--- config.mk ---
export PLATFORM = sky130hd
export DESIGN_NAME = twc_mul
export DESIGN_NICKNAME = d
export VERILOG_FILES = /design/src/twc_pkg.sv /design/src/twc_mul.sv
export SDC_FILE = /design/constraint.sdc
export NUM_CORES = 2
export LEC_CHECK = 0
export BUFFER_PORTS_ARGS = -buffer_cell sky130_fd_sc_hd__buf_2
export CORE_MARGIN = 2
export CORE_UTILIZATION = 60
export DETAILED_ROUTE_END_ITERATION = 10
export GPL_ROUTABILITY_DRIVEN = 0
export PLACE_DENSITY = 0.79
export RECOVER_POWER = 50
export SETUP_SLACK_MARGIN = 0.05
export SLEW_MARGIN = 20
export SYNTH_ARGS = -nofsm -noshare
export SYNTH_HDL_FRONTEND = slang
export SYNTH_SLANG_ARGS = --single-unit
export TNS_END_PERCENT = 30
--- constraint.sdc ---
create_clock -name clk -period 16.6 [get_ports clk]
set_clock_uncertainty 0.05 [all_clocks]
set_input_delay 3.32 -clock clk [delete_from_list [all_inputs] [get_ports clk]]
set_output_delay 3.32 -clock clk [all_outputs]
set_load 0.01 [all_outputs]
--- src/twc_pkg.sv ---
package twc_pkg;

  localparam int TEX_W = 64;
  localparam int TEX_H = 64;

  localparam int ADDR_W  = 12;
  localparam int TEXEL_W = 24;
  localparam int COORD_W = 12;
  localparam int LH_W    = 20;
  localparam int SH_W    = 13;
  localparam int POS_W   = 40;

  localparam int COL_W = $clog2(TEX_W);
  localparam int ROW_W = $clog2(TEX_H);

  localparam int DIV_W = $clog2(TEX_H + 1) + 16;
  localparam int REM_W = LH_W + 1;
  localparam int CNT_W = $clog2(DIV_W + 1);
  localparam logic [DIV_W-1:0] DIVIDEND = DIV_W'(TEX_H * 65536);

  localparam int MAG_W   = 17;
  localparam int NUM2_W  = 22;
  localparam int MUL_A_W = 33;
  localparam int MUL_B_W = DIV_W + 1;
  localparam int MUL_P_W = MUL_A_W + MUL_B_W;

  localparam logic [SH_W-1:0]    SH_RESET  = SH_W'(720);
  localparam logic [TEXEL_W-1:0] SIDE_MASK = TEXEL_W'(8355711);

  localparam logic [1:0] REQ_LOAD = 2'd0;
  localparam logic [1:0] REQ_COL  = 2'd1;
  localparam logic [1:0] REQ_PIX  = 2'd2;

  typedef struct packed {
    logic [1:0]         req_type;
    logic [11:0]        texel_addr;
    logic [23:0]        texel_color;
    logic [11:0]        screen_col;
    logic [11:0]        line_top;
    logic [11:0]        line_bottom;
    logic [19:0]        proj_height;
    logic               hit_side;
    logic signed [31:0] hit_pos;
    logic signed [15:0] dir_x;
    logic signed [15:0] dir_y;
    logic [31:0]        perp_dist;
  } twc_req_t;

  typedef struct packed {
    logic [11:0] pixel_x;
    logic [11:0] pixel_y;
    logic [23:0] pixel_color;
    logic        last_pixel;
  } twc_pix_t;

  typedef struct packed {
    logic             done;
    logic [DIV_W-1:0] quot;
  } twc_div_stat_t;

endpackage

--- src/twc_mul.sv ---
module twc_mul (
  input  logic                                 clk,
  input  logic                                 en,
  input  logic signed [twc_pkg::MUL_A_W-1:0]   a,
  input  logic signed [twc_pkg::MUL_B_W-1:0]   b,
  output logic signed [twc_pkg::MUL_P_W-1:0]   p
);
  import twc_pkg::*;

  always_ff @(posedge clk) begin
    if (en) begin
      p <= MUL_P_W'(a) * MUL_P_W'(b);
    end
  end

endmodule

==> results.sh <==
export IMPL_status="finished with violations"
export IMPL_violations="max-capacitance violations, max-slew violations"
export IMPL_synth_edf_count=57
export IMPL_cp_arrival_ns=11.80
export IMPL_ctsHoldBuffers=0
export IMPL_synth_most_common_cell="inv_1"
export IMPL_area_growth_syn_to_layout_pct=3.74
export IMPL_cts_resized=0
export IMPL_maxSlewHeadroom=-1.43
export IMPL_yosysSeqAreaShare=0.0577
export IMPL_die_area_mm2=0.0513
export IMPL_critical_path_slowest_cell="clkbuf_1"
export IMPL_row_count=81
export IMPL_path_depth=20
export IMPL_cts_tree="done"
export IMPL_die_w_um=226
export IMPL_wl_met1_um=27200
export IMPL_rsz0062_at_grt="false"
export IMPL_routed_via_count=21200
export IMPL_netlist_instances=3149
export IMPL_max_stage_delay_ns=1.03
export IMPL_setup_viol=0
export IMPL_avgSynthCellArea_um2=9.43
export IMPL_maxSlewViolCount=58
export IMPL_async_reset_ff_frac=0
export IMPL_final_hold_viol_count=0
export IMPL_dr_wl_met2_um=36600
export IMPL_clock_sinks=57
export IMPL_setup_tns_ns=0
export IMPL_core_area_mm2=0.0488
export IMPL_initial_core_util=0.608
export IMPL_first_iter_violations=1607
export IMPL_fin_crit_sh=0.706
export IMPL_hpwl_um=59800
export IMPL_cp_top_family="adder cells"
export IMPL_regMostFlops="p"
export IMPL_io_buffers=115
export IMPL_wl_per_cell_um=20.0
export IMPL_worstPathCellList="clkbuf_1, nand2_1, inv_1, fa_1, fa_1, fa_1, inv_1, fa_1, fa_1, inv_1, fa_1, fa_1, ha_1, nand2_1, nor4_1, nand4_1, o21ai_2, a221o_1, a21oi_2, xnor2_1"
export IMPL_crit_start="b[0]"
export IMPL_clk_pin_slew_ns=0.07
export IMPL_yosys_register_bits=57
export IMPL_wl_um=76100
export IMPL_route_detailed_drc=0
export IMPL_required_ns=16.69
export IMPL_yosys_most_used_dff="edfxtp_1"
export IMPL_largest_reg_flops=57
export IMPL_yosysTopAreaCell="fa_1"
export IMPL_endpoint="p[54]$_DFFE_PP_"
export IMPL_top_regs="p x57"
export IMPL_yosysWarnings=0
export IMPL_htreeDepth=3
export IMPL_synth_nets=4165
export IMPL_netlist_top_cells_count="inv_1, fa_1, nand2_1"
export IMPL_post_cts_buffers=0
export IMPL_antenna_found_initial=6
export IMPL_grt_util_all_layers=0.326
export IMPL_antenna_left=0
export IMPL_drt_vias_per_instance=5.58
export IMPL_firstDrtPassIters=5
export IMPL_cts_root_buffer="clkbuf_16"
export IMPL_clk_path_buf_depth=2
export IMPL_crit_top_cell="fa_1"
export IMPL_cts_buffers=9
export IMPL_hold_class="primary input to flop"
export IMPL_synthDistinctLibCells=56
export IMPL_synth_top_area_share=0.543
export IMPL_synthTopCellsByArea="fa_1, inv_1, and2_1"
export IMPL_netlist_area_mm2=0.0297
export IMPL_pin_count=116
export IMPL_crit_path_max_fanout=33
export IMPL_worst_setup_path_end_kind="flop"
export IMPL_grt_pass1_vias=24300
export IMPL_path_class="primary input to flop"
export IMPL_grt_pass1_wl_um=126000
export IMPL_drv_cap=1
export IMPL_grt_max_degree=58
export IMPL_crit_buf_inv=4
export IMPL_grt_overflow_total=0
export IMPL_cp_start_kind="primary input"
export IMPL_worst_pin_slew_ns=3.65
export IMPL_period_needed_ns=11.72
export IMPL_drive_gt1_frac=0.0406
export IMPL_dr_max_layer_used="met4"
export IMPL_clock_fmax_ghz=0.0854
export IMPL_die_h_um=226
export IMPL_route_met3_wl_um=6590
export IMPL_fin_nets=4140
metal layers:
layer	global-route usage	vias to the layer above
li1	-	8917
met2	0.531	1146
met1	0.399	10800
met5	0	-
met4	0.217	0
met3	0.0600	316
worst min-delay path by stage:
stage | end | cells after the start | slack [ns] | from
floorplan | p[0]$_DFFE_PP_ | 0 | 3.38 | en
global placement | p[30] | 1 | 3.68 | p[30]$_DFFE_PP_
detailed placement | p[50] | 1 | 3.68 | p[50]$_DFFE_PP_
CTS | p[0]$_DFFE_PP_ | 2 | 3.53 | a[0]
global route | p[0]$_DFFE_PP_ | 2 | 3.55 | a[0]
finish | p[0]$_DFFE_PP_ | 2 | 3.56 | a[0]
placed cells by master (no fill, tap or decap), types with 3 or more instances in the layout:
master	instances
a21o_1	29
a21oi_1	56
a21oi_2	8
a221o_1	3
a31oi_1	5
and2_1	381
and3_1	6
buf_2	88
clkbuf_1	28
clkbuf_16	9
clkinvlp_4	3
diode_2	6
edfxtp_1	57
fa_1	805
ha_1	152
inv_1	843
nand2_1	416
nand2b_1	11
nand3_1	10
nand4_1	9
nor2_1	51
nor2b_1	4
nor3_1	5
o21a_1	3
o21ai_0	20
o21ai_1	8
o21ai_2	3
o21bai_1	12
xnor2_1	49
xor2_1	16
cell type report:
type	instances	area (um^2)
Sequential cell	57	1710
Fill cell	3989	18100
Clock inverter	7	78.8
Timing Repair Buffer	116	546
Clock buffer	9	225
Antenna cell	6	15.0
Tap cell	664	831
Multi-Input combinational cell	2096	24200
Inverter	844	3170
per-stage QoR:
stage,utilization,setup slack (ns),area [um^2],hold slack [ns],cells
2_1_floorplan,-,6.72,29700,3.38,3149
3_3_place_gp,0.625,5.46,30500,3.68,3777
3_5_place_dp,0.625,5.24,30500,3.68,3777
6_report,0.630,4.88,30800,3.56,3799
4_1_cts,0.631,5.62,30800,3.53,3793
5_1_grt,0.630,4.63,30800,3.55,3798
cells by family (layout without fill, tap and decap cells):
| group | Yosys count | in the layout | synth area share |
|---|---|---|---|
| AND/OR/NAND/NOR | 902 | 902 | 0.151 |
| buffers and inverters | 996 | 976 | 0.126 |
| flip-flops | 57 | 57 | 0.0577 |
| XOR/XNOR | 65 | 65 | 0.0192 |
| adder cells (fa/ha/maj) | 957 | 957 | 0.607 |
| AO/OA/AOI/OAI | 172 | 172 | 0.0392 |
| other | 0 | 6 | 0 |
Power is not shown: default switching activity piles up to over one toggle a cycle in this logic, so the estimate is an artifact.
