[src/twc_pkg.sv]
package twc_pkg;

  localparam int TEX_W = 64;
  localparam int TEX_H = 64;

  localparam int ADDR_W  = 12;
  localparam int TEXEL_W = 24;
  localparam int COORD_W = 12;
  localparam int LH_W    = 20;
  localparam int SH_W    = 13;
  localparam int POS_W   = 40;

  localparam int COL_W = $clog2(TEX_W);
  localparam int ROW_W = $clog2(TEX_H);

  localparam int DIV_W = $clog2(TEX_H + 1) + 16;
  localparam int REM_W = LH_W + 1;
  localparam int CNT_W = $clog2(DIV_W + 1);
  localparam logic [DIV_W-1:0] DIVIDEND = DIV_W'(TEX_H * 65536);

  localparam int MAG_W   = 17;
  localparam int NUM2_W  = 22;
  localparam int MUL_A_W = 33;
  localparam int MUL_B_W = DIV_W + 1;
  localparam int MUL_P_W = MUL_A_W + MUL_B_W;

  localparam logic [SH_W-1:0]    SH_RESET  = SH_W'(720);
  localparam logic [TEXEL_W-1:0] SIDE_MASK = TEXEL_W'(8355711);

  localparam logic [1:0] REQ_LOAD = 2'd0;
  localparam logic [1:0] REQ_COL  = 2'd1;
  localparam logic [1:0] REQ_PIX  = 2'd2;

  typedef struct packed {
    logic [1:0]         req_type;
    logic [11:0]        texel_addr;
    logic [23:0]        texel_color;
    logic [11:0]        screen_col;
    logic [11:0]        line_top;
    logic [11:0]        line_bottom;
    logic [19:0]        proj_height;
    logic               hit_side;
    logic signed [31:0] hit_pos;
    logic signed [15:0] dir_x;
    logic signed [15:0] dir_y;
    logic [31:0]        perp_dist;
  } twc_req_t;

  typedef struct packed {
    logic [11:0] pixel_x;
    logic [11:0] pixel_y;
    logic [23:0] pixel_color;
    logic        last_pixel;
  } twc_pix_t;

  typedef struct packed {
    logic             done;
    logic [DIV_W-1:0] quot;
  } twc_div_stat_t;

endpackage

[src/twc_div.sv]
module twc_div (
  input  logic                        clk,
  input  logic                        rst,
  input  logic                        start,
  input  logic [twc_pkg::LH_W-1:0]    divisor,
  output twc_pkg::twc_div_stat_t      stat
);
  import twc_pkg::*;

  logic [DIV_W-1:0] num;
  logic [REM_W-1:0] rem;
  logic [CNT_W-1:0] cnt;
  logic             done;
  logic [REM_W-1:0] rem_sh;
  logic             fits;

  assign rem_sh = {rem[REM_W-2:0], num[DIV_W-1]};
  assign fits   = rem_sh >= {1'b0, divisor};

  assign stat.done = done;
  assign stat.quot = num;

  always_ff @(posedge clk) begin
    if (rst) begin
      cnt  <= '0;
      done <= 1'b0;
    end else begin
      done <= 1'b0;
      if (start) begin
        cnt <= CNT_W'(DIV_W);
        num <= DIVIDEND;
        rem <= '0;
      end else if (cnt != '0) begin
        num <= {num[DIV_W-2:0], fits};
        rem <= fits ? (rem_sh - {1'b0, divisor}) : rem_sh;
        cnt <= cnt - CNT_W'(1);
        if (cnt == CNT_W'(1)) begin
          done <= 1'b1;
        end
      end
    end
  end

endmodule

[config.mk]
export PLATFORM = sky130hd
export DESIGN_NAME = twc_div
export DESIGN_NICKNAME = d
export VERILOG_FILES = /design/src/twc_pkg.sv /design/src/twc_div.sv
export SDC_FILE = /design/constraint.sdc
export NUM_CORES = 1
export LEC_CHECK = 0
export BUFFER_PORTS_ARGS = -buffer_cell sky130_fd_sc_hd__buf_2
export CAP_MARGIN = 20
export CORE_UTILIZATION = 39
export CTS_BUF_LIST = sky130_fd_sc_hd__clkbuf_8
export CTS_CLUSTER_DIAMETER = 60
export DETAILED_ROUTE_END_ITERATION = 10
export GPL_ROUTABILITY_DRIVEN = 0
export PLACE_DENSITY = 0.62
export SLEW_MARGIN = 30
export SYNTH_ARGS = -nofsm -noshare
export SYNTH_HDL_FRONTEND = slang
export SYNTH_SLANG_ARGS = --single-unit
[constraint.sdc]
create_clock -name clk -period 6.85 [get_ports clk]
set_input_delay 1.37 -clock clk [delete_from_list [all_inputs] [get_ports clk]]
set_output_delay 1.37 -clock clk [all_outputs]
set_load 0.01 [all_outputs]
==> results of run 1 <==
critical path, delay by kind of cell:
family                   cells  cell delay (ns)
adder cells (fa/ha/maj)      2             0.61
AND/OR/NAND/NOR              1             0.18
buffers and inverters        1             0.10
AO/OA/AOI/OAI                6             1.66
layer usage:
metal,up-vias,global-route usage,share of wire
met1,1150,0.2062,0.47
met5,-,0,0
met3,10,0.03740,0.044
met4,0,0.04872,0.016
met2,47,0.2776,0.47
li1,1219,-,-
power groups by stage:
stage,Combinational (mW),Clock [mW],Sequential (mW)
2_1_floorplan,0.265,0,0.396
3_3_place_gp,0.322,0,0.394
3_5_place_dp,0.327,0,0.394
4_1_cts,0.328,0.216,0.388
5_1_grt,0.369,0.226,0.393
6_report,0.325,0.211,0.387
cell type report:
type / instances / area [sq um]
flip-flops and latches: 49 / 1411
multi-input cells: 233 / 1642
inverters: 26 / 97.59
clock buffers: 5 / 68.82
repair buffers: 47 / 237.7
clock inverters: 3 / 42.54
fillers: 755 / 4260
well taps: 102 / 127.6
cells in the mapped netlist, types with 4 or more instances:
| master | n | share of area |
|---|---|---|
| a21oi_1 | 28 | 0.043 |
| buf_6 | 4 | 0.014 |
| clkbuf_1 | 4 | 0.0046 |
| dfxtp_1 | 6 | 0.037 |
| edfxtp_1 | 43 | 0.40 |
| ha_1 | 23 | 0.089 |
| inv_1 | 26 | 0.030 |
| mux2i_1 | 11 | 0.034 |
| nand2_1 | 22 | 0.025 |
| nand2b_1 | 4 | 0.0077 |
| nand3_1 | 5 | 0.0077 |
| nand4_1 | 5 | 0.0096 |
| nor2_1 | 30 | 0.035 |
| nor2b_1 | 24 | 0.046 |
| nor3_1 | 5 | 0.0077 |
| o21a_1 | 4 | 0.0093 |
| o21ai_0 | 10 | 0.015 |
| xnor2_1 | 10 | 0.027 |
| xor2_1 | 5 | 0.014 |
cells in the final DEF, fill, tap and decap left out, drive strengths merged, types with 3 or more instances in the layout:
cell    instances
and2b           3
mux2i          11
nand2b          4
nor2b          24
edfxtp         43
o211ai          3
a211oi          3
dfxtp           6
nand3           5
a21oi          31
xor2            5
xnor2          10
and3            3
nor2           31
buf            47
a21o            3
o21ai          11
ha             23
nor3            5
nand4           5
nand2          22
a211o           4
clkbuf          5
o21a            4
inv            27
how the worst max path moves through the flow:
stage                            from      end  cells after the start
final                      divisor[0]  rem[18]                     10
after global routing       divisor[0]  rem[18]                     10
after CTS                  divisor[0]  rem[18]                     10
after detailed placement   divisor[0]  rem[18]                     10
after global placement    divisor[12]   rem[7]                      9
after floorplan                 start   num[0]                      4
stage by stage:
stage          power [mW]  area (sq um)  hold WS [ns]
2_1_floorplan      0.6606          3243        0.5262
3_3_place_gp       0.7160          3510        0.5103
3_5_place_dp       0.7203          3516        0.5298
4_1_cts            0.9318          3627        0.5556
5_1_grt            0.9871          3627        0.5747
6_report           0.9236          3627        0.5585
logic make-up (layout without fill, tap and decap cells):
family                     Yosys count  count (layout)  share of synthesized area
and+or+nand+nor                    109             109                     0.1709
AOI/OAI and AO/OA                   73              73                     0.1582
DFF                                 49              49                     0.4352
buffers and inverters               39              81                    0.06288
adders and majority gates           24              24                    0.09491
xor gates and xnor gates            15              15                    0.04051
muxes                               12              12                    0.03742
state kept, by name (all words and copies together) (netlist names):
| name | cells |
|---|---|
| done | 1 |
| rem | 20 |
| num | 23 |
| cnt | 5 |
==> summary.txt, run 1 <==
Outcome
  – Status: finished, final reports clean

Routing
  – Final ANT Viol Nets: 0
  – Drt first pass iters: 4
  – DRC violations left: 0
  – Initial DRC count: 108
  – Vias: 2426
  – DRT Wirelength: 6.455 mm
  – Wire length per cell: 13.88 um
  – Vias/cell: 5.217

STA
  – Max-slew headroom: 0.4228
  – RSZ-0062 raised after global routing: no
  – Maximum clock rate: 264.5 MHz
  – Final worst slack: 3.069 ns
  – Worst Tran Pin Value: 0.8659 ns
  – Final number of setup-violating endpoints: 0
  – Final period util: 0.5519
  – Pins Over Slew Limit: 0
  – Total negative slack: 0 ns
  – Final hold violations: 0
  – Min Tclk post-route: 3.781 ns
  – Final clock skew: 0.008584 ns

Global routing
  – Initial antenna violation count: 0
  – First-pass GRT wire length: 11.15 mm
  – Remaining Overflow, GRT: 0
  – Vias in the first global route: 2468
  – Largest net degree at the start of global routing: 46
  – GRT Total Usage: 0.1632

Die
  – Row cnt: 32
  – Die W: 93.19 um
  – Die area: 8684 sq um
  – Initial Utilization: 0.4112
  – Core ar.: 7888 sq um
  – # IOs: 47
  – Die outline height: 93.19 um

Final layout
  – Area grow syn2layout: 11.84%
  – Finished Core Util: 0.4599
  – Fin nets: 409
  – Layout cells sized above 1: 0.1983
  – Inserted Diodes: 0
  – Final cell count without fillers: 465

Critical path
  – Critical path's slowest cell: a21oi_1
  – CP Max Fanout: 4
  – CP most frequent cell: a21oi_1
  – Critical path, cell by cell: buf_2 > ha_1 > fa_1 > nand2b_1 > a21oi_1 > o2111ai_1 > a21oi_1 > a2111oi_0 > a2111o_1 > a21oi_2
  – Critical path class: input pin to register
  – Worst path max stage delay: 0.42 ns
  – Critical path required time: 7.00 ns
  – Worst Setup End Kind: register
  – WP data arrival: 3.93 ns
  – R2R depth: 10
  – FF-to-FF Start: num[22]
  – Worst r2r dst: rem[18]
  – R2r setup slk: 3.80 ns
  – CP startpoint kind: input pin

Clocking
  – Sink Count: 49
  – Htree depth: 2
  – CTS buffer count: 5
  – Clk buf depth: 2
  – Root Buffer: clkbuf_8
  – Post-CTS Setup Bufs: 0
  – Clk Latency, worst-skew pair: 0.31 ns
  – Hold_buf cts: 0
  – CTS clock-pin slew for the worst setup and hold paths: 0.09 ns
  – Resized cells post-CTS: 0
  – CTS tree: yes

Synthesis
  – Seq/Total Area, Yosys: 0.4352
  – Post-synth ARST share: 0
  – Netlist cell types: 55
  – Syn Nets: 368
  – Yosys warnings: 0
  – Ys flop type: edfxtp_1
  – Avg Cell Area, Syn: 10.10 sq um
  – Seq cells post-synth: 49
  – Post-Syn Area: 3243 sq um
  – Post-synth EDFFs: 43
  – Mapped Cells: 321

Power and ir drop
  – Power share of the sequential group: 0.419
  – Int Power: 0.6177 mW
  – Psw: 0.3059 mW
  – Sw frac: 0.3312
  – Combinational power share: 0.352
  – Leakage: 1.588 nW
  – Pwr/cell area: 254.6 nW/um^2
  – Maximum vdd drop: 0.1298 mV
  – Clk pwr share: 0.228

Min path
  – Worst hold path class: register to register
  – Hold EP: num[22]
  – Worst Hold Depth: 1
  – Hold_sp: num[21]

Flow run
  – Max Cap Violations: 0

Placement
  – Dpl ws: 2.760 ns
  – DPL Wire Length: 4.601 mm
  – Port Buffers: 46
  – Placed insts: 457
(Power assumes the default switching activity.)
==> inputs of run 2 (changes only) <==
PLACE_DENSITY = 0.64   (was 0.62)
clock period = 3.05 ns   (was 6.85 ns; I/O delays follow)
==> run 2 against run 1 <==
  * Clock power is 140% higher
  * Critical path depth unchanged
  * Die area unchanged
  * Final cell count is 1.7% higher
  * Sequential power increased by 130%
  * Highest routed layer unchanged
==> summary.txt, run 2 (synthesized netlist as in run 1, its figures left out) <==
Critical path
  – Critical path, cell by cell: inv_1 > ha_1 > fa_1 > nand2b_1 > a21oi_1 > o2111ai_1 > a211oi_1 > nor3_1 > or3b_1 > a21oi_1
  – Worst r2r dst: rem[14]
  – R2R depth: 10 (unchanged)
  – R2r setup slk: 0.38 ns (-3.42 ns)
  – WP data arrival: 2.85 ns (-1.08 ns)
  – Critical path required time: 3.23 ns (-3.77 ns)
  – CP delay by family, top: compound AO/OA/AOI/OAI gates
  – Buf/Inv on CP: 1 (unchanged)
  – Critical path's slowest cell: fa_1
  – Worst Setup End Kind: register
  – Critical path class: register to register
  – Worst path max stage delay: 0.40 ns (-0.02 ns)
  – FF-to-FF Start: num[22]
  – CP most frequent cell: a21oi_1
  – CP Max Fanout: 4 (unchanged)
  – End of the critical path: rem[14]
  – CP Depth: 10 (unchanged)
  – Worst setup startpoint: num[22]
  – CP startpoint kind: register

STA
  – Min Tclk post-route: 2.674 ns
  – Final clock skew: 0.01061 ns (+0.002026 ns)
  – RSZ-0062 raised after global routing: no
  – Final hold violations: 0 (unchanged)
  – Final period util: 0.8766
  – Worst Tran Pin Value: 0.5716 ns (-0.2942 ns)
  – Final number of setup-violating endpoints: 0 (unchanged)
  – Max-slew headroom: 0.6189 (+0.1962)
  – Pins Over Slew Limit: 0 (unchanged)
  – Maximum clock rate: 374.0 MHz
  – Final worst slack: 0.3764 ns (-2.693 ns)
  – Total negative slack: 0 ns (unchanged)

Routing
  – Wire length per cell: 13.98 um (+0.70%)
  – Initial DRC count: 94 (-13%)
  – DRC violations left: 0 (unchanged)
  – Vias: 2473 (+1.9%)
  – Drt first pass iters: 5 (+1)
  – Final ANT Viol Nets: 0 (unchanged)
  – DRT Wirelength: 6.612 mm (+2.4%)
  – Vias/cell: 5.228 (+0.21%)

Min path
  – Worst hold path class: register to register

Clocking
  – Post-CTS Setup Bufs: 0 (unchanged)
  – Clk buf depth: 2 (unchanged)
  – Resized cells post-CTS: 0 (unchanged)
  – CTS clock-pin slew for the worst setup and hold paths: 0.11 ns (+0.02 ns)
  – Clk Latency, worst-skew pair: 0.31 ns (about the same)
  – CTS tree: yes
  – CTS buffer count: 5 (unchanged)
  – Hold_buf cts: 0 (unchanged)
  – Htree depth: 2 (unchanged)
  – Sink Count: 49 (unchanged)
  – Root Buffer: clkbuf_8

Die
  – Row cnt: 32 (unchanged)
  – Die outline height: 93.19 um (unchanged)
  – Die W: 93.19 um (unchanged)
  – # IOs: 47 (unchanged)
  – Core ar.: 7888 sq um (unchanged)
  – Initial Utilization: 0.4112 (unchanged)
  – Die area: 8684 sq um (unchanged)

Global routing
  – Remaining Overflow, GRT: 0 (unchanged)
  – First-pass GRT wire length: 11.07 mm (-0.68%)
  – Largest net degree at the start of global routing: 44 (-4.3%)
  – Initial antenna violation count: 0 (unchanged)
  – GRT Total Usage: 0.1616 (-0.001656)
  – Vias in the first global route: 2412 (-2.3%)

Final layout
  – Area grow syn2layout: 14.04%
  – Most flops, register: num
  – Leading cell type in the layout, fill and taps excluded: buf_2
  – Biggest regs: num: 23 flops, rem: 20 flops, cnt: 5 flops
  – Fillers: 733 (-2.9%)
  – Most frequent cells in the layout: 46 x buf_2, 43 x edfxtp_1, 29 x nor2_1, 28 x a21oi_1, 26 x inv_1
  – Inserted Diodes: 0 (unchanged)
  – Max FFs per register: 23 (unchanged)
  – Layout cells sized above 1: 0.2129 (+0.01459)
  – Fin nets: 417 (+2.0%)

Flow run
  – Max Cap Violations: 0 (unchanged)

Power and ir drop
  – Leakage: 1.631 nW (+2.7%)
  – Maximum vdd drop: 0.2719 mV (+110%)
  – Pwr/cell area: 578.3 nW/um^2 (+130%)

Outcome
  – Status: finished, final reports clean

Placement
  – DPL Wire Length: 4.721 mm (+2.6%)
  – Port Buffers: 46 (unchanged)
  – Dpl ws: 0.07742 ns (-2.682 ns)
## run 2: area by class of cell
type                       instances  area, sq um  share of cell area
timing repair buffer              55        310.3             0.08390
multi-input combinational        233         1635              0.4422
clock inverter                     3        47.55             0.01286
sequential                        49         1411              0.3816
inverter                          26        97.59             0.02639
clock buffer                       5        68.82             0.01861
tap                              102        127.6             0.03451
## run 2: routing by layer
| layer | wire length, um | vias up | part of all wire | GRT usage |
|---|---|---|---|---|
| li1 | - | 1239 | - | - |
| met1 | 3036 | 1161 | 0.46 | 0.2095 |
| met2 | 3164 | 67 | 0.48 | 0.2733 |
| met3 | 328 | 6 | 0.050 | 0.03089 |
| met4 | 82 | 0 | 0.012 | 0.04744 |
| met5 | 0 | - | 0 | 0 |
## run 2: how the worst min path moves through the flow
stage | startpoint | end | slack [ns] | cells past startpoint
final | num[21] | num[22] | 0.56 | 1
after global routing | rst | cnt[1] | 0.58 | 2
after CTS | rst | cnt[0] | 0.57 | 2
after detailed placement | num[21] | num[22] | 0.54 | 1
after global placement | num[21] | num[22] | 0.51 | 1
after floorplan | cnt[4] | cnt[4] | 0.53 | 2
## run 2: where the power goes
| part | internal (mW) | switching, mW |
|---|---|---|
| combinational | 0.344 | 0.428 |
| sequential | 0.829 | 0.0413 |
| clock | 0.251 | 0.245 |
## run 2: metrics by stage
stage	power (mW)	hold slack (ns)	cells	util	instance area (sq um)
after floorplan	1.483	0.5262	321	-	3246
after global placement	1.640	0.5109	465	0.4542	3582
after detailed placement	1.651	0.5424	465	0.4542	3582
after CTS	2.152	0.5685	473	0.4689	3699
after global routing	2.276	0.5773	473	0.4689	3699
final	2.139	0.5598	473	0.4689	3699
